`config.mk`:
```
export PLATFORM = sky130hd
export DESIGN_NAME = pds_multiplier
export DESIGN_NICKNAME = d
export VERILOG_FILES = /design/src/rtl/pds_pkg.sv /design/src/rtl/pds_multiplier.sv
export SDC_FILE = /design/constraint.sdc
export NUM_CORES = 2
export LEC_CHECK = 0
export ABC_AREA = 1
export ABC_CLOCK_PERIOD_IN_PS = 9800
export BUFFER_PORTS_ARGS = -buffer_cell sky130_fd_sc_hd__buf_2
export CAP_MARGIN = 20
export CORE_UTILIZATION = 35
export DETAILED_ROUTE_END_ITERATION = 8
export SLEW_MARGIN = 20
export SYNTH_ARGS = -nofsm -noshare
export SYNTH_HDL_FRONTEND = slang
export SYNTH_SLANG_ARGS = --single-unit
```
`constraint.sdc`:
```
create_clock -name clock -period 9.8 [get_ports clock]
set_clock_uncertainty 0.2 [all_clocks]
set_input_delay 1.47 -clock clock [delete_from_list [all_inputs] [get_ports clock]]
set_output_delay 1.47 -clock clock [all_outputs]
set_load 0.005 [all_outputs]
```
`src/rtl/pds_pkg.sv`:
```
package pds_pkg;

   localparam int PRIME_COUNT = 65536;
   localparam int IDX_W = $clog2(PRIME_COUNT);
   localparam int CNT_W = IDX_W + 1;

   localparam logic REQ_LOAD  = 1'b0;
   localparam logic REQ_QUERY = 1'b1;

   typedef struct packed {
      logic        req_type;
      logic [15:0] table_index;
      logic [31:0] prime_value;
      logic [63:0] number;
   } req_type_type;

   typedef struct packed {
      logic [63:0] divisor_sum;
      logic [63:0] number_echo;
   } rsp_type;

   // divider handshake
   typedef struct packed {
      logic        start;
      logic [63:0] dividend;
      logic [31:0] divisor;
   } div_req_type;

   typedef struct packed {
      logic        done;
      logic [63:0] quotient;
      logic [31:0] remainder;
   } div_rsp_type;

endpackage

```
`src/rtl/pds_multiplier.sv`:
```
module pds_multiplier (
   input  logic        clock,
   input  logic        reset,
   input  logic        start,
   input  logic [63:0] op_a,
   input  logic [63:0] op_b,
   output logic        done,
   output logic [63:0] product
);
   import pds_pkg::*;

   // 64x64 low product from three 32x32 partials, one per cycle
   logic [63:0] acc_ff, acc_in;
   logic [63:0] a_ff, a_in, b_ff, b_in;
   logic [2:0]  ph_ff, ph_in;
   logic        done_ff, done_in;
   logic [31:0] ma, mb;
   logic [63:0] part;

   always_comb begin
      a_in    = a_ff;
      b_in    = b_ff;
      acc_in  = acc_ff;
      ph_in   = ph_ff;
      done_in = 1'b0;
      ma      = a_ff[31:0];
      mb      = b_ff[31:0];
      unique case (ph_ff)
         3'd2:    begin ma = a_ff[31:0];  mb = b_ff[63:32]; end
         3'd3:    begin ma = a_ff[63:32]; mb = b_ff[31:0];  end
         default: begin ma = a_ff[31:0];  mb = b_ff[31:0];  end
      endcase
      part = {32'd0, ma} * {32'd0, mb};
      if (start) begin
         a_in   = op_a;
         b_in   = op_b;
         acc_in = '0;
         ph_in  = 3'd1;
      end else begin
         unique case (ph_ff)
            3'd1: begin acc_in = part; ph_in = 3'd2; end
            3'd2: begin acc_in = acc_ff + {part[31:0], 32'd0}; ph_in = 3'd3; end
            3'd3: begin
               acc_in  = acc_ff + {part[31:0], 32'd0};
               ph_in   = 3'd0;
               done_in = 1'b1;
            end
            default: ph_in = 3'd0;
         endcase
      end
   end

   always_ff @(posedge clock) begin
      if (reset) begin
         ph_ff   <= '0;
         done_ff <= 1'b0;
      end else begin
         ph_ff   <= ph_in;
         done_ff <= done_in;
      end
      a_ff   <= a_in;
      b_ff   <= b_in;
      acc_ff <= acc_in;
   end

   assign done    = done_ff;
   assign product = acc_ff;

endmodule

```
=== Word level (Yosys, flattened, before mapping) ===
Cells that the tools add are included.

* Output and inout bits: 65
* Memory bits (read-only): 0
* Bits in registers: 195
* Input port bits: 131
* Bits in latches: 0
* Word-level logic and storage cells: 20
* Memories: 0
* Bits in writable memories: 0

* Add/sub/neg operators: 1
* Divide/modulo/power cells: 0
* Reductions and logical operators: 3
* Shift-type cells: 0
* Magnitude comparators: 0
* Bitwise logic cells: 0
* Multiplexer cells: 6
* $mul: 1
* Eq/ne operators: 3

{| class="wikitable"
|+ Operators by type and width
! operator !! number
|-
| 64-bit case mux with 2 select lines || 1
|-
| 64-bit adder || 1
|-
| 32-bit by 32-bit multiplier with 64-bit output || 1
|-
| 32-bit 2-to-1 mux || 2
|-
| 2-bit equality test (second input constant) || 2
|-
| 2-bit case mux with 2 select lines || 1
|-
| 2-bit OR reduction || 2
|-
| 2-bit by 1-bit equality test with 1-bit output (second input constant) || 1
|-
| 1-bit 2-to-1 mux || 2
|-
| 2-bit nonzero test || 1
|}

=== Longest topological paths before layout ===
* Depth after elaboration: 5
* Gate-level depth with buffers: 45
* Mapped depth without buffers: 42

=== Worst setup path after synthesis ===
Ideal clock, no wire load.

* Kind: reg-to-reg
* From: register ph_ff[0]
* To: register acc_ff[53], in the netlist product[53]
* Period minus slack after synthesis: 8.403 ns
* Library setup time: 0.122 ns
* Buffers on the path: 3
* Required time: 9.478 ns
* Arrival time: 8.082 ns
* Cell stages (with the launch flop): 41
* Slack: 1.397 ns
* Path through: dfxtp_1 -> inv_1 -> ha_1 -> buf_2 -> buf_2 -> nand2_1 -> o21ai_0 -> inv_2 -> buf_1 -> nor2_1 -> fa_1 -> fa_1 -> fa_1 -> inv_1 -> fa_1 -> inv_1 -> fa_1 -> inv_1 -> [5 not listed] -> nand2_1 -> o21a_1 -> o21ai_0 -> a21o_2 -> xor2_2 -> ha_1 -> nand2_1 -> nor2_2 -> inv_1 -> nor2_2 -> inv_1 -> or2_1 -> nand3_1 -> nand2_1 -> nand3_1 -> nand2_1 -> inv_1 -> a21oi_2

* Longest elaborated chain between the ends: 5
* Elaborated cells between the ends (all ways): 10
* Those cells by class: 1 x add/sub; 1 x mul; 3 x eq/ne; 3 x mux; 2 x reduce/logical

{| class="wikitable"
|+ RTL lines
! what !! RTL line !! source
|-
| start: declaration || pds_multiplier.sv:15 || <nowiki>logic [2:0] ph_ff, ph_in;</nowiki>
|-
| start signal: assignment || pds_multiplier.sv:58 || <nowiki>ph_ff <= ph_in;</nowiki>
|-
| 2-bit equality test || pds_multiplier.sv:28, pds_multiplier.sv:40 ||
|-
| 32-bit 2-to-1 mux || pds_multiplier.sv:28 || <nowiki>unique case (ph_ff)</nowiki>
|-
| 32-bit by 32-bit multiplier with 64-bit output || pds_multiplier.sv:33 || <nowiki>part = {32'd0, ma} * {32'd0, mb};</nowiki>
|-
| 64-bit adder || pds_multiplier.sv:42, pds_multiplier.sv:44 ||
|-
| 64-bit case mux with 2 select lines || pds_multiplier.sv:40 || <nowiki>unique case (ph_ff)</nowiki>
|-
| end signal: assignment || pds_multiplier.sv:63 || <nowiki>acc_ff <= acc_in;</nowiki>
|-
| end: declaration || pds_multiplier.sv:13 || <nowiki>logic [63:0] acc_ff, acc_in;</nowiki>
|}

Several ways; a longest one is shown, not always the timed one.
A chain may end at the register's enable or synchronous reset.

=== Final worst setup path ===
* From: register ph_ff[1]
* To: register acc_ff[59], in the netlist product[59]

Same word-level chain as after synthesis.

==> results_dict.tcl <==
set metrics [dict create \
    drive_gt1_share_pct 11.1 \
    yosys-top-cells-area "fa_1, nand2_1, inv_1, edfxtp_1, ha_1" \
    area_growth_pct 10.4 \
    numCtsBuffers 17 \
    wl_mm 150 \
    cp_num_buf_inv 8 \
    r2r_slack_ns 0.37 \
    dr.pass1.iters 9 \
    synth_nets 6483 \
    dp_hpwl_mm 128 \
    clk-insertion-delay-late_ns 0.56 \
    cts_tree "built" \
    cts_sinks 195 \
    wl_per_cell_um 21.5 \
    root_buffer "clkbuf_16" \
    pin_count 196 \
    core-area_um2 120000 \
    slew_viol_final 0 \
    netlist_instances 5155 \
    fmaxAchievable_mhz 106 \
    critPathMaxStageDelay_ns 0.56 \
    worstReg2RegStart "ph_ff[1]$_SDFF_PP0_" \
    grt_max_degree 78 \
    die-height_um 351 \
    crit_type "flip-flop to flip-flop" \
    r2r-end "product[59]$_SDFFE_PP0P_" \
    finalCritPeriodShare_pct 96.2 \
    dieArea_um2 123000 \
    routabilityCongestion 1.00 \
    holdWs_ns 0.265 \
    ys_ff_latch 195 \
    die_w_um 351 \
    yosys.area.top_type_share_pct 42.1 \
    worst_setup_path_start_kind "flip-flop" \
    placed_area_um2 46200 \
    clk_pin_slew_ns 0.08 \
    min_from "product[8]$_SDFFE_PP0P_" \
    critPathMaxFanout 12 \
    yosysMostFrequentCell "nand2_1" \
    io_buffers 195 \
    ys.flop_type "edfxtp_1" \
    async_reset_ff_share_pct 0 \
    setup_viol 0 \
    hold_violations 0 \
    hold_depth 2 \
    finalSetupTns_ns 0 \
    grt_pass1_vias 36700 \
    cp_data_arrival_time_ns 9.65 \
    min_period_ns 9.43 \
    multi_input_area_um2 32400 \
    ff2ff_path_depth 36 \
    grt_use_total_pct 25.1 \
    worstHoldPathType "flip-flop to flip-flop" \
    viasPerCell 5.00 \
    status "complete, but fails checks" \
    fillCellCount 12300 \
    crit_family "adder cells" \
    tightest_slew_ns 1.03 \
    slew_headroom_pct 31.5 \
    synth_warnings 0 \
    fp-row-count 127 \
    drc 1 \
    ant_nets 0 \
    n_antenna_cell 0 \
    synth-edff-count 128 \
    via_count 34900 \
    antenna_found_initial 0 \
    max_cap_viol_count 0 \
    yosysSeqAreaShare_pct 12.2 \
    final_area_um2 47100 \
    cp_slowest_cell "fa_1" \
    final_nets 6682 \
    yosysTopAreaCell "fa_1" \
    regArea_um2 5180 \
    synth_area_um2 42600 \
    start_util_pct 35.4 \
    grt_pass1_wl_mm 229 \
    synth_common_cells "nand2_1, inv_1, fa_1" \
    yosysUniqueCellTypes 53 \
    min_to "product[8]$_SDFFE_PP0P_" \
    grt_overflow 0 \
    drt_iter0_markers 2937 \
    clock_path_buffers 2 \
    crit_top_cell "fa_1" \
    cp-end-kind "flip-flop" \
    violations "design-rule violations" \
    avgSynthCellArea_um2 8.27 \
    h-tree-depth 4 \
    worstPathRequired_ns 10.02 \
]
-- kinds of logic (layout without fill, tap and decap cells) --
| group | Yosys count | in the layout | synth area share (%) |
|---|---|---|---|
| AOI/OAI and AO/OA | 416 | 416 | 5.42 |
| xor gates and xnor gates | 33 | 33 | 0.819 |
| adders and majority gates | 1197 | 1197 | 50.9 |
| buffers and inverters | 1375 | 1587 | 12.3 |
| DFF | 195 | 195 | 12.2 |
| and+or+nand+nor | 1939 | 1939 | 18.4 |
-- layer usage --
metal	share of wire, %	track usage [%]
met1	41	33.3
met2	44	38.7
met3	10	7.28
met4	4.1	9.64
met5	0	0
-- stage by stage --
stage | utilization (%) | setup WS (ns) | std cells
2_1_floorplan | - | 1.40 | 5155
6_report | 39.1 | 0.371 | 6979
4_1_cts | 38.9 | 0.0374 | 6967
3_5_place_dp | 38.4 | 0.102 | 6935
5_1_grt | 39.1 | -0.00166 | 6979
3_3_place_gp | 38.4 | 0.0367 | 6935
-- how the worst max path moves through the flow --
stage / from / endpoint / slack [ns] / cells past startpoint
after global placement: ph_ff[1]$_SDFF_PP0_ / product[63]$_SDFFE_PP0P_ / 0.04 / 31
final: ph_ff[1]$_SDFF_PP0_ / product[59]$_SDFFE_PP0P_ / 0.37 / 36
after detailed placement: ph_ff[0]$_SDFF_PP0_ / product[63]$_SDFFE_PP0P_ / 0.10 / 35
after global routing: ph_ff[1]$_SDFF_PP0_ / product[59]$_SDFFE_PP0P_ / -0.002 / 36
after CTS: ph_ff[0]$_SDFF_PP0_ / product[63]$_SDFFE_PP0P_ / 0.04 / 35
after floorplan: ph_ff[0]$_SDFF_PP0_ / product[53]$_SDFFE_PP0P_ / 1.40 / 40
-- cells in the final DEF (no fill, tap or decap), types with 5 or more instances in the layout --
cell type / netlist / final
buf_4: 2 / 165
dfxtp_1: 67 / 67
inv_1: 1142 / 1140
clkinv_1: 13 / 14
nor2_4: 4 / 5
a21oi_1: 194 / 190
edfxtp_1: 128 / 128
inv_2: 28 / 28
nand2_2: 26 / 26
fa_1: 897 / 897
nor3_1: 12 / 12
o21ai_1: 23 / 26
nor3_2: 5 / 5
o21ai_0: 128 / 105
xor2_1: 21 / 18
clkbuf_16: 0 / 17
buf_12: 0 / 7
ha_1: 300 / 295
o21bai_1: 13 / 13
nand3b_1: 17 / 17
nand3_1: 100 / 100
buf_2: 53 / 194
a21oi_2: 7 / 11
nor2_1: 537 / 533
nand2_1: 1168 / 1168
nand4_1: 18 / 18
xor2_2: 8 / 9
nor2_2: 17 / 20
o21ai_2: 28 / 46
or2_2: 19 / 19
-- timing repair --
item,in CTS,in global routing
gates resized for setup,0,22
hold buffers,0,0
endpoints found under the setup margin,0,11
buffers inserted,0,11
-- worst reg2reg max path: cells and delay by family (launching register included) --
| kind | cells | cell delay (ns) |
|---|---|---|
| AOI/OAI and AO/OA | 4 | 0.70 |
| buffers and inverters | 8 | 1.09 |
| xor gates and xnor gates | 1 | 0.27 |
| and+or+nand+nor | 12 | 1.44 |
| adders and majority gates | 11 | 5.20 |
| DFF | 1 | 0.44 |
-- flip-flops by register name, indices dropped and copies added (netlist names) --
| register | flops |
|---|---|
| a_ff | 64 |
| b_ff | 64 |
| done | 1 |
| ph_ff | 2 |
| product | 64 |
-- cell type report --
| class | instances | area share (%) |
|---|---|---|
| multi-input combinational | 3585 | 68.8 |
| sequential | 195 | 11.0 |
| inverter | 1183 | 9.44 |
| timing repair buffer | 372 | 5.21 |
| tap | 1612 | 4.29 |
| clock buffer | 19 | 0.962 |
| clock inverter | 13 | 0.253 |
Power is left out: the tool's default activity adds up to more than one toggle a clock period on the data nets, which glitch-free logic cannot reach.
