==> src/rtl/pds_pkg.sv <==
package pds_pkg;

   localparam int PRIME_COUNT = 65536;
   localparam int IDX_W = $clog2(PRIME_COUNT);
   localparam int CNT_W = IDX_W + 1;

   localparam logic REQ_LOAD  = 1'b0;
   localparam logic REQ_QUERY = 1'b1;

   typedef struct packed {
      logic        req_type;
      logic [15:0] table_index;
      logic [31:0] prime_value;
      logic [63:0] number;
   } req_type_type;

   typedef struct packed {
      logic [63:0] divisor_sum;
      logic [63:0] number_echo;
   } rsp_type;

   // divider handshake
   typedef struct packed {
      logic        start;
      logic [63:0] dividend;
      logic [31:0] divisor;
   } div_req_type;

   typedef struct packed {
      logic        done;
      logic [63:0] quotient;
      logic [31:0] remainder;
   } div_rsp_type;

endpackage

==> src/rtl/pds_divider.sv <==
module pds_divider (
   input  logic                 clock,
   input  logic                 reset,
   input  pds_pkg::div_req_type div_req,
   output pds_pkg::div_rsp_type div_rsp
);
   import pds_pkg::*;

   // restoring divider, one quotient bit per cycle
   logic [63:0] quo_ff, quo_in;
   logic [32:0] rem_ff, rem_in;
   logic [31:0] dvs_ff, dvs_in;
   logic [6:0]  cnt_ff, cnt_in;
   logic        busy_ff, busy_in;
   logic        done_ff, done_in;
   logic [32:0] trial;

   always_comb begin
      quo_in  = quo_ff;
      rem_in  = rem_ff;
      dvs_in  = dvs_ff;
      cnt_in  = cnt_ff;
      busy_in = busy_ff;
      done_in = 1'b0;
      trial   = {rem_ff[31:0], quo_ff[63]};
      if (div_req.start) begin
         quo_in  = div_req.dividend;
         rem_in  = '0;
         dvs_in  = div_req.divisor;
         cnt_in  = 7'd0;
         busy_in = 1'b1;
      end else if (busy_ff) begin
         if (trial >= {1'b0, dvs_ff}) begin
            rem_in = trial - {1'b0, dvs_ff};
            quo_in = {quo_ff[62:0], 1'b1};
         end else begin
            rem_in = trial;
            quo_in = {quo_ff[62:0], 1'b0};
         end
         cnt_in = cnt_ff + 7'd1;
         if (cnt_ff == 7'd63) begin
            busy_in = 1'b0;
            done_in = 1'b1;
         end
      end
   end

   always_ff @(posedge clock) begin
      if (reset) begin
         busy_ff <= 1'b0;
         done_ff <= 1'b0;
         cnt_ff  <= '0;
      end else begin
         busy_ff <= busy_in;
         done_ff <= done_in;
         cnt_ff  <= cnt_in;
      end
      quo_ff <= quo_in;
      rem_ff <= rem_in;
      dvs_ff <= dvs_in;
   end

   assign div_rsp.done      = done_ff;
   assign div_rsp.quotient  = quo_ff;
   assign div_rsp.remainder = rem_ff[31:0];

endmodule

==> config.mk <==
export PLATFORM = sky130hd
export DESIGN_NAME = pds_divider
export DESIGN_NICKNAME = d
export VERILOG_FILES = /design/src/rtl/pds_pkg.sv /design/src/rtl/pds_divider.sv
export SDC_FILE = /design/constraint.sdc
export NUM_CORES = 1
export LEC_CHECK = 0
export ABC_CLOCK_PERIOD_IN_PS = 9800
export BUFFER_PORTS_ARGS = -buffer_cell sky130_fd_sc_hd__buf_2
export CAP_MARGIN = 30
export CORE_MARGIN = 5
export CORE_UTILIZATION = 33
export CTS_BUF_LIST = sky130_fd_sc_hd__clkbuf_2 sky130_fd_sc_hd__clkbuf_4 sky130_fd_sc_hd__clkbuf_8
export DETAILED_ROUTE_END_ITERATION = 8
export GPL_ROUTABILITY_DRIVEN = 0
export PLACE_DENSITY = 0.51
export SYNTH_ARGS = -nofsm -noshare
export SYNTH_HDL_FRONTEND = slang
export SYNTH_SLANG_ARGS = --single-unit
==> constraint.sdc <==
create_clock -name clock -period 9.8 [get_ports clock]
set_clock_uncertainty 0.2 [all_clocks]
set_input_delay 2.94 -clock clock [delete_from_list [all_inputs] [get_ports clock]]
set_output_delay 2.94 -clock clock [all_outputs]
set_load 0.02 [all_outputs]
# Yosys cells after proc, flatten, opt, wreduce, memory -nomap -nowiden
# Index checks and enable logic that the tools add are counted.
[totals] ff_bits=137 wordCells=22 output_inout_bits=97 in_bits=99
[op_classes] n_reduce_logical=3 mux=8 n_eq_ne=1 n_addsub=2 order_cmp=1 bitwise=1
[ops] op="$mux 64" n=2
[ops] op="$ge 33x32->1" n=1
[ops] op="$mux 32" n=1
[ops] op="$sub 32x32->32" n=1
[ops] op="$add 7x1->7 const B" n=1
[ops] op="$eq 7x6->1 const B" n=1
[ops] op="$mux 1" n=5
[ops] op="$reduce_or 3->1" n=1
[ops] op="$reduce_bool 2->1" n=1
[ops] op="$reduce_or 2->1" n=1
[ops] op="$not 1->1" n=1

# Logic depth before layout (Yosys ltp)
# Gate-level depths: netlist (run 1).
[logic_depth] word_depth=4 depth_mapped=14 ltp_nobuf=11

# Least setup slack after synthesis (run 1)
# Ideal clock, no wire load.
[synth_timing] kind="input-to-reg" startpoint="input div_req[96] (netlist name)" endpoint="register quo_ff[0], enable pin" required_ns=9.182 n_path_buf=1 slack_ns=4.617 setup_ns=0.418 arrival_ns=4.565 stages=3 path_cell_list="clkbuf_1 nor2_1 inv_1"
[synth_between] elab_chain_cells=1
[synth_lines] element="start, declared" line_no="pds_divider.sv:4" source="input pds_pkg::div_req_type div_req,"
[synth_lines] element="$reduce_bool 2->1 (no source line)"
[synth_lines] element="end signal, assigned" line_no="pds_divider.sv:58" source="quo_ff <= quo_in;"
[synth_lines] element="end, declared" line_no="pds_divider.sv:10" source="logic [63:0] quo_ff, quo_in;"
# Every way passes these cells.
# A chain may end at the register's enable or synchronous reset.

# Worst setup path after layout (run 1)
[layout_timing] startpoint="input div_req[96] (netlist name)" endpoint="register quo_ff[2] (data pin)"
[layout_between] elab_chain_cells=1
[layout_lines] element="$mux 64" line_no="pds_divider.sv:26" source="if (div_req.start) begin"
[layout_lines] element="named net quo_in[2]" line_no="pds_divider.sv:10"
# The timed path passes the listed nets, and every way through them passes these cells.

==> summary.md, run 1 <==
| Metric | Value |
|---|---|
| Cells after Synth | `687` |
| Vias | `6,071` |
| Post-route ant nets | `0` |
| Initial antenna violation count | `2` |
| Inserted Diodes | `0` |
| CP Data Arrival Time | `between 4 and 5 ns` |
| CP dominant cell by count | `buf_4` |
| Die width | `161 um` |
| Synthesized area | `0.00749 mm^2` |
| P&R area growth vs syn | `21.4%` |
| Worst Max-Slew Pin Slew | `0.889 ns` |
| Synth area leader | `edfxtp_1` |
| DIE AREA | `around 0.026 mm^2` |
| 1st-iter DRT viols | `303` |
| Layout cells sized above 1 | `35.4%` |
| Placed Cells | `approximately 1,100` |
| HPWL Detailed | `15,700 um` |
| Setup_tns | `0 ns` |
| Drt pass-1 iters | `5` |
| Number of synthesized flops with an enable pin | `96` |
| Leakage | `3.87 nW` |
| # IOs | `196` |
| CP delay by family, top | `buffers and inverters` |
| Async S/R FF share, synth | `0%` |
| Max-slew violations | `0` |
| Post-route minimum period | `4.94 ns` |
| Ys flop type | `edfxtp_1` |
| First-pass GRT wire length | `roughly 34,000 um` |
| Max-slew headroom | `40.6%` |
| Initial Utilization | `33.3%` |
| Row count | `55` |
| Ys Warns | `0` |
| DRC Markers | `0` |
| Vias per cell | `5.21` |
| CP max-delay cell | `buf_4` |
| Post-Syn Area per Cell | `about 11 um^2` |
| R2r startpoint | `rem_ff[3]` |
| Worst Hold Launch | `cnt_ff[5]` |
| Final setup viols | `0` |
| Status | `finished clean` |
| Die height | `161 um` |
| Hold Path Depth | `2` |
| Final Cycle Share | `50.4%` |
| PwrDens | `169 mW/mm^2` |
| Netlist cell types | `between 60 and 70` |
| Port Buf Inserts | `195` |
| CP max FO | `61` |
| Final-stage net count | `1,001` |
| Peak supply drop | `77.4 uV` |
| Clk_lat worst skew | `0.46 ns` |
| Worst stage delay on the critical path | `roughly 0.70 ns` |
| Final hold viol count | `0` |
| Critical path type | `input port to flip-flop` |
| Final non-filler cell total | `1,166` |
| Min-Delay Endpoint | `cnt_ff[5]` |
| CTS Buf Count | `17` |
| R2R Path End | `quo_ff[0]` |
| Largest net degree at the start of global routing | `65` |
| RSZ-0062 raised after global routing | `false` |
| Global route total overflow | `0` |
| HP Class | `flip-flop to flip-flop` |
| Max Root-Sink Buffers | `2` |
| Wire per inst | `18.6 um` |
| Register area share after synthesis | `between 40% and 50%` |
| Post-Route WL | `21,700 um` |
| Yosys top cell area share | `38.5%` |
| Worst R2R Setup Slack | `roughly 6 ns` |
| Vias in the first global route | `6,194` |
| Worst reg2reg path depth | `9` |
| Final Power | `1.54 mW` |
| WP data required | `9.80 ns` |
| TritonCTS clock tree | `yes` |
| F_max | `0.202 GHz` |
| Postcts setup bufs | `0` |
| Post-Place Setup Slack | `4.33 ns` |
| CP Capture Type | `flip-flop` |
| Core area | `0.0225 mm^2` |
| Critical Path, Cell by Cell | `buf_4 > buf_4 > buf_4 > mux2_2` |
| Cts repair resizes | `0` |
| Total GRT Usage | `~17%` |
| Max Cap Violations | `0` |
| Clock Sinks | `137` |
| Startpoint types | `input port` |
| CP Buf/Inv Count | `3` |
| CTS Root Cell | `clkbuf_8` |
| Fin worst setup slack | `4.86 ns` |
| Top cells by area, synth | `edfxtp_1 (38%), dfxtp_1 (11%), mux2_2 (9.6%)` |
| # H-tree levels | `4` |
| Post-CTS Hold Buffers | `0` |
| Worst-path clk slew | `0.08 ns` |
| Synth Register Bits | `roughly 140` |
| Syn Nets | `approximately 800` |
-- placed cells by master, fill, tap and decap left out, drive strengths merged, types with 19 or more instances in the layout --
| cell type | n |
|---|---|
| a311oi | 21 |
| inv | 51 |
| edfxtp | 96 |
| a21oi | 32 |
| mux2 | 64 |
| dfxtp | 41 |
| nand3 | 37 |
| ha | 33 |
| buf | 201 |
| o21ai | 35 |
| nand2 | 27 |
| xnor2 | 19 |
| nor2 | 47 |
-- cell usage after synthesis (4+ instances only) --
cell,instances
edfxtp_1,96
a211o_1,5
o21ai_0,33
o221ai_1,4
o211ai_1,5
o41ai_1,4
dfxtp_1,41
nor3_1,6
a21oi_1,32
clkbuf_1,24
and3_1,15
xor2_1,6
nand2_1,27
or3_1,5
a31oi_1,8
mux2_2,64
a311oi_1,20
xnor2_1,19
ha_1,33
inv_1,42
nor2_1,47
and2_1,6
o21bai_1,7
or2_2,5
nor2b_1,6
buf_2,10
a211oi_1,4
a21o_1,12
nand4_1,11
nand3_1,36
-- worst max-delay path by stage --
stage                            from         end  depth (start not counted)
after floorplan           div_req[96]   quo_ff[0]                          3
final                     div_req[96]   quo_ff[2]                          4
after global placement    div_req[96]  quo_ff[36]                          4
after CTS                 div_req[96]   quo_ff[6]                          4
after global routing      div_req[96]  quo_ff[30]                          4
after detailed placement  div_req[96]  quo_ff[20]                          4
-- flip-flops by register name (all words and copies together) (netlist names) --
register,cells
cnt_ff,7
dvs_ff,32
rem_ff,32
done_ff,1
busy_ff,1
quo_ff,64
-- layout make-up --
type / instances / area (um^2)
Inverter: 42 / 158
Sequential cell: 137 / 3700
Fill cell: 2221 / 13400
Multi-Input combinational cell: 469 / 3450
Tap cell: 285 / 357
Timing Repair Buffer: 201 / 1030
Clock buffer: 18 / 241
Clock inverter: 14 / 155
-- metrics by stage --
step           cell area (um^2)  utilization [%]  hold slack [ns]
4_1_cts                    9100             40.4            0.295
3_5_place_dp               8700             38.7            0.282
5_1_grt                    9100             40.4            0.328
6_report                   9100             40.4            0.290
3_3_place_gp               8690             38.6            0.268
2_1_floorplan              7490                -            0.254
-- kinds of logic after synthesis --
logic type	share of synthesized area (%)
buffers and inverters	4.58
DFF	49.4
muxes	9.88
xor gates and xnor gates	2.92
AOI/OAI and AO/OA	15.3
and+or+nand+nor	12.1
adders and majority gates	5.78
-- worst min-delay path, delay by kind of cell, from the launching register on --
kind            cells  cell delay, ns
compound gates      2            0.13
flops               1            0.32
-- power by group --
group | internal (mW) | switching (mW)
clock network | 0.216 | 0.265
logic | 0.142 | 0.209
registers | 0.678 | 0.0324
total | 1.04 | 0.506
-- routing by layer --
layer	wire length (um)	GRT usage, %	vias up
li1	-	-	2956
met1	9210	20.1	2877
met2	10200	27.4	210
met3	1910	6.52	24
met4	325	4.42	4
met5	27	0	-
(Power assumes the default switching activity.)
==> run 2: changes to the inputs <==
- ABC_CLOCK_PERIOD_IN_PS: 9800 -> 4300
- PLACE_DENSITY: 0.51 -> 0.53
- clock period: 9.8 -> 4.3 ns (I/O delays scaled with it)
==> run 2 against run 1 <==
Compared with the run above: non-clock buffer count grew 2; largest cell class unchanged; critical path type is now flip-flop to flip-flop; clock power grew 130%; core utilization grew 0.12 points; sequential share of layout area shrank 0.12 points; power grew 130%; flip-flop and latch count is the same; largest power group unchanged; cell count grew 0.26%; wire length shrank 2.0%.
==> summary.md, run 2 (synthesis gave the netlist of run 1 again) <==
| Metric | Value |
|---|---|
| Worst R2R Setup Slack | `0.58 ns (-5.36 ns)` |
| CTS Buf Count | `17 (unchanged)` |
| Startpoint types | `flip-flop` |
| Worst Hold Slack | `0.295 ns (+0.00451 ns)` |
| Die width | `161 um (unchanged)` |
| DRC Markers | `0 (unchanged)` |
| Setup_tns | `0 ns (unchanged)` |
| Post-route minimum period | `approximately 3.7 ns` |
| Final Cycle Share | `86.6%` |
| Vias | `6,047 (-0.40%)` |
| Final setup viols | `0 (unchanged)` |
| Critical path type | `flip-flop to flip-flop` |
| Cts repair resizes | `0 (unchanged)` |
| Post-Route WL | `21,200 um (-2.0%)` |
| CP delay by family, top | `compound AO/OA/AOI/OAI gates` |
| Final-stage net count | `1,003 (+0.20%)` |
| CTS Root Cell | `clkbuf_8` |
| CP Buf/Inv Count | `0 (-3)` |
| R2R Path End | `quo_ff[0]` |
| Top reg by flops | `quo_ff` |
| Die height | `161 um (unchanged)` |
| Worst-path clk slew | `0.09 ns (about the same)` |
| Global route total overflow | `0 (unchanged)` |
| WP data required | `4.32 ns (-5.48 ns)` |
| R2r startpoint | `rem_ff[3]` |
| Final hold viol count | `0 (unchanged)` |
| Max-slew headroom | `49.6% (+9.0 points)` |
| Sequential power share | `46.0% (about the same)` |
| Port Buf Inserts | `195 (unchanged)` |
| TritonCTS clock tree | `yes` |
| Worst stage delay on the critical path | `0.66 ns (-0.04 ns)` |
| CP max FO | `32 (-48%)` |
| Clk_lat worst skew | `0.47 ns (about the same)` |
| Initial antenna violation count | `3 (+1)` |
| Final Util | `40.6% (+0.12 points)` |
| P_sw | `1.15 mW (+130%)` |
| # H-tree levels | `4 (unchanged)` |
| F_max | `about 0.27 GHz` |
| PwrDens | `385 mW/mm^2 (+130%)` |
| Post-Place Setup Slack | `0.665 ns (-3.66 ns)` |
| Comb pwr share | `22.9% (+0.2 points)` |
| Max Cap Violations | `0 (unchanged)` |
| Peak supply drop | `187 uV (+140%)` |
| Commonest cells after routing, fill and taps aside | `buf_2 (194), edfxtp_1 (96), mux2_2 (64), nor2_1 (47), inv_1 (41)` |
| 1st-iter DRT viols | `261 (-14%)` |
| Switching share of power | `32.7% (-0.16 points)` |
| Initial Utilization | `33.3% (unchanged)` |
| Biggest registers after layout | `quo_ff: 64 flops, dvs_ff: 32 flops, rem_ff: 32 flops` |
| Max Root-Sink Buffers | `2 (unchanged)` |
| Total GRT Usage | `16.3% (-0.17 points)` |
| Largest register FFs | `64 (unchanged)` |
| HP Class | `flip-flop to flip-flop` |
| Status | `finished clean` |
| Layout cells sized above 1 | `35.4% (about the same)` |
| Max-slew violations | `0 (unchanged)` |
| Clock Sinks | `137 (unchanged)` |
| Post-route ant nets | `0 (unchanged)` |
| Min-Delay Endpoint | `cnt_ff[6]` |
| RSZ-0062 raised after global routing | `false` |
| CP Capture Type | `flip-flop` |
| Leakage | `3.89 nW (+0.51%)` |
| # IOs | `196 (unchanged)` |
| CP Data Arrival Time | `3.74 ns (-1.20 ns)` |
| Core area | `0.0225 mm^2 (unchanged)` |
| P&R area growth vs syn | `21.8%` |
| Worst Max-Slew Pin Slew | `0.748 ns (-0.141 ns)` |
| CP max-delay cell | `a21o_2` |
| Hold Path Depth | `2 (unchanged)` |
| Critical Path, Cell by Cell | `ha_1 > a21oi_1 > a21boi_0 > o31ai_2 > a21o_1 > and3_1 > a21o_2 > nand2_1 > mux2_2` |
| Most common cell after layout, fill and taps aside | `buf_2` |
| Wire per inst | `18.2 um (-2.3%)` |
| Worst Hold Launch | `cnt_ff[6]` |
| Filler Cell Count | `2,226 (+0.23%)` |
| Clock power frac | `31.1% (about the same)` |
| Post-CTS Hold Buffers | `0 (unchanged)` |
| HPWL Detailed | `15,700 um (about the same)` |
| First-pass GRT wire length | `33,600 um (-1.3%)` |
| Worst reg2reg path depth | `9 (unchanged)` |
| Largest net degree at the start of global routing | `58 (-11%)` |
| Vias per cell | `5.17 (-0.65%)` |
| Postcts setup bufs | `0 (unchanged)` |
| DIE AREA | `0.0258 mm^2 (unchanged)` |
| Internal Pwr Total | `2.36 mW (+130%)` |
| Fin worst setup slack | `0.578 ns (-4.28 ns)` |
| Drt pass-1 iters | `5 (unchanged)` |
| Row count | `55 (unchanged)` |
| Vias in the first global route | `6,159 (-0.57%)` |
## run 2: changes by cell type in the layout (fill, tap and decap cells not counted), sizes merged
cell and delta:
inv +2, diode +1, clkinvlp -1, clkinv -1, buf +2
## run 2: power groups by stage
stage	Combinational [mW]	Sequential, mW	Clock [mW]
after floorplan	0.446	1.74	0
after global placement	0.809	1.65	0
after detailed placement	0.808	1.64	0
after CTS	0.811	1.62	1.13
after global routing	0.884	1.63	1.20
final	0.803	1.62	1.09
## run 2: worst max-delay path by stage
stage,from,to,slack (ns),depth (start not counted)
after floorplan,div_req[96],quo_ff[0],0.77,3
after global routing,rem_ff[3],quo_ff[0],0.32,9
after CTS,rem_ff[3],quo_ff[0],0.63,9
final,rem_ff[3],quo_ff[0],0.58,9
after detailed placement,dvs_ff[4],quo_ff[0],0.67,10
after global placement,dvs_ff[4],quo_ff[0],0.77,10
## run 2: worst reg2reg max path, cell delays in order, from the launching register on
cell	delay, ns
dfxtp_1	0.34
ha_1	0.38
a21oi_1	0.20
a21boi_0	0.15
o31ai_2	0.44
a21o_1	0.21
and3_1	0.29
a21o_2	0.66
nand2_1	0.29
mux2_2	0.33
## run 2: per-stage QoR
stage	power (mW)	area, um^2	cells
2_1_floorplan	2.18	7490	687
6_report	3.51	9130	1169
5_1_grt	3.71	9120	1168
3_3_place_gp	2.46	8730	1136
4_1_cts	3.56	9120	1168
3_5_place_dp	2.45	8730	1136
## run 2: area by class of cell
| type | instances | area, um^2 | area share [%] |
|---|---|---|---|
| sequential | 137 | 3700 | 40.6 |
| multi-input combinational | 469 | 3450 | 37.8 |
| inverter | 42 | 158 | 1.73 |
| timing repair buffer | 203 | 1060 | 11.7 |
| antenna | 1 | 2.50 | 0.0274 |
| clock inverter | 14 | 151 | 1.66 |
| tap | 285 | 357 | 3.91 |
| clock buffer | 18 | 241 | 2.65 |
## run 2: routing by layer
metal / vias to the layer above / global-route usage [%] / share of wire [%]
li1: 2961 / - / -
met1: 2860 / 21.0 / 44
met2: 204 / 26.3 / 47
met3: 18 / 6.16 / 8.7
met4: 4 / 3.76 / 0.95
met5: - / 0 / 0.13
==> run 3: changes to the inputs <==
==> constraint.sdc (replaced) <==
create_clock -name clock -period 4.3 [get_ports clock]
set_clock_uncertainty 0.2 [all_clocks]
set_input_delay 0.86 -clock clock [delete_from_list [all_inputs] [get_ports clock]]
set_output_delay 0.86 -clock clock [all_outputs]
set_load 0.02 [all_outputs]
==> run 3 against run 2 <==
Compared with the run above: first-iteration DRC count shrank 3.4%; sequential share of layout area grew 0.095 points; critical path depth is the same; cell count is the same; global-route usage grew 0.081 points; sequential power is essentially flat; via count is essentially flat; non-clock buffer count shrank 1; clock power is essentially flat; power shrank 0.97%; wire length grew 1.5%; register-to-register slack gained 0.10 ns; largest cell class unchanged.
==> summary.md, run 3 (synthesis gave the netlist of run 1 again) <==
| Metric | Value |
|---|---|
| Status | `finished clean` |
| DIE AREA | `0.0258 mm^2 (unchanged)` |
| Setup_tns | `0 ns (unchanged)` |
| Worst-path clk slew | `0.10 ns (about the same)` |
| Vias in the first global route | `6,172 (+0.21%)` |
| Wire per inst | `18.4 um (+1.5%)` |
| Critical path type | `flip-flop to flip-flop` |
| Initial Utilization | `33.3% (unchanged)` |
| # H-tree levels | `4 (unchanged)` |
| Placed Cells | `1,135 (-0.088%)` |
| Min-Delay Endpoint | `cnt_ff[6]` |
| TritonCTS clock tree | `yes` |
| Hold Path Depth | `2 (unchanged)` |
| Worst Max-Slew Pin Slew | `0.733 ns (-0.0151 ns)` |
| # IOs | `196 (unchanged)` |
| Critical Path, Cell by Cell | `ha_1 > a21oi_1 > a21boi_0 > o31ai_2 > a21o_1 > and3_1 > a21o_2 > nand2_1 > mux2_2` |
| CTS Buf Count | `17 (unchanged)` |
| Fin worst setup slack | `0.677 ns (+0.0996 ns)` |
| First-pass GRT wire length | `33,900 um (+0.68%)` |
| Commonest cells after routing, fill and taps aside | `buf_2 (194), edfxtp_1 (96), mux2_2 (64), nor2_1 (47), inv_1 (41)` |
| Final-stage net count | `1,002 (-0.10%)` |
| Max-slew violations | `0 (unchanged)` |
| Final non-filler cell total | `1,169 (unchanged)` |
| Worst R2R Setup Slack | `0.68 ns (+0.10 ns)` |
| CP Capture Type | `flip-flop` |
| Initial antenna violation count | `4 (+1)` |
| Largest net degree at the start of global routing | `51 (-12%)` |
| Die width | `161 um (unchanged)` |
| Max-slew headroom | `50.6% (+1.0 points)` |
| Post-route ant nets | `0 (unchanged)` |
| Max Root-Sink Buffers | `2 (unchanged)` |
| Die height | `161 um (unchanged)` |
| Layout cells sized above 1 | `35.4% (-0.073 points)` |
| Clk_lat worst skew | `0.46 ns (about the same)` |
| Final setup viols | `0 (unchanged)` |
| CP max-delay cell | `a21o_2` |
| Startpoint types | `flip-flop` |
| F_max | `0.276 GHz (+2.7%)` |
| R2r startpoint | `rem_ff[3]` |
| Post-route minimum period | `3.62 ns (-0.0996 ns)` |
| Global route total overflow | `0 (unchanged)` |
| Final Power | `3.48 mW (-0.97%)` |
| HPWL Detailed | `15,900 um (+1.4%)` |
| Cts repair resizes | `0 (unchanged)` |
| P&R area growth vs syn | `21.5%` |
| Peak supply drop | `214 uV (+15%)` |
| Post-Route WL | `21,600 um (+1.5%)` |
| CTS Root Cell | `clkbuf_8` |
| CP Data Arrival Time | `3.64 ns (-0.10 ns)` |
| Final hold viol count | `0 (unchanged)` |
| Worst reg2reg path depth | `9 (unchanged)` |
| Postcts setup bufs | `0 (unchanged)` |
| Port Buf Inserts | `195 (unchanged)` |
| Post-Place Setup Slack | `0.691 ns (+0.0260 ns)` |
| RSZ-0062 raised after global routing | `false` |
| Worst Hold Slack | `0.288 ns (-0.00681 ns)` |
| Final Cycle Share | `84.3% (-2.3 points)` |
| CP max FO | `32 (unchanged)` |
| Leakage | `3.88 nW (-0.16%)` |
| WP data required | `4.31 ns (about the same)` |
| Filler Cell Count | `2,251 (+1.1%)` |
| Clock Sinks | `137 (unchanged)` |
| CP delay by family, top | `compound AO/OA/AOI/OAI gates` |
| Core area | `0.0225 mm^2 (unchanged)` |
| Worst stage delay on the critical path | `0.62 ns (-0.04 ns)` |
| DRC Markers | `0 (unchanged)` |
| 1st-iter DRT viols | `252 (-3.4%)` |
| Vias per cell | `5.17 (about the same)` |
| Total GRT Usage | `16.4% (+0.081 points)` |
| Top reg by flops | `quo_ff` |
| Vias | `6,049 (+0.033%)` |
| Biggest registers after layout | `quo_ff: 64 flops, dvs_ff: 32 flops, rem_ff: 32 flops` |
| CP Buf/Inv Count | `0 (unchanged)` |
| Drt pass-1 iters | `7 (+2)` |
| R2R Path End | `quo_ff[0]` |
| Row count | `55 (unchanged)` |
| HP Class | `flip-flop to flip-flop` |
| Post-CTS Hold Buffers | `0 (unchanged)` |
| Largest register FFs | `64 (unchanged)` |
| PwrDens | `382 mW/mm^2 (-0.74%)` |
| Max Cap Violations | `0 (unchanged)` |
| Most common cell after layout, fill and taps aside | `buf_2` |
| Worst Hold Launch | `cnt_ff[6]` |
-- run 3: worst reg2reg max path, delay by kind of cell (launching register included) --
| family | cells | cell delay (ns) |
|---|---|---|
| and+or+nand+nor | 2 | 0.57 |
| DFF | 1 | 0.35 |
| AOI/OAI and AO/OA | 5 | 1.57 |
| adders and majority gates | 1 | 0.38 |
| muxes | 1 | 0.33 |
-- run 3: cell type report --
type	count	area (um^2)	area share (%)
diodes	2	5.00	0.0550
clock buffers	18	241	2.65
clock inverters	14	148	1.62
inverters	42	158	1.73
multi-input cells	469	3450	37.9
flip-flops and latches	137	3700	40.7
well taps	285	357	3.92
repair buffers	202	1040	11.5
-- run 3: worst max-delay path by stage --
| stage | from | end | slack (ns) | cells after the start |
|---|---|---|---|---|
| final | rem_ff[3] | quo_ff[0] | 0.68 | 9 |
| after global routing | dvs_ff[4] | quo_ff[0] | 0.36 | 10 |
| after CTS | rem_ff[3] | quo_ff[0] | 0.67 | 9 |
| after detailed placement | rem_ff[3] | quo_ff[0] | 0.69 | 9 |
| after global placement | dvs_ff[4] | quo_ff[0] | 0.82 | 10 |
| after floorplan | div_req[96] | quo_ff[0] | 1.20 | 3 |
-- run 3: report_power, final --
part	leakage, nW	switching (mW)	internal [mW]
Sequential	1.29	0.0740	1.54
Combinational	2.39	0.475	0.325
Clock	0.200	0.615	0.443
Total	3.88	1.16	2.31
-- run 3: per-layer routing --
metal / share of wire, % / vias to the layer above / GRT usage, %
li1: - / 2970 / -
met1: 43 / 2847 / 20.8
met2: 46 / 211 / 25.8
met3: 9.7 / 17 / 7.44
met4: 1.3 / 4 / 3.92
met5: 0.16 / - / 0
-- run 3: per-stage QoR --
| stage | utilization, % | instance area [um^2] |
|---|---|---|
| floorplan | - | 7490 |
| global placement | 38.7 | 8710 |
| finish | 40.5 | 9100 |
| global route | 40.4 | 9100 |
| detailed placement | 38.7 | 8710 |
| CTS | 40.4 | 9100 |
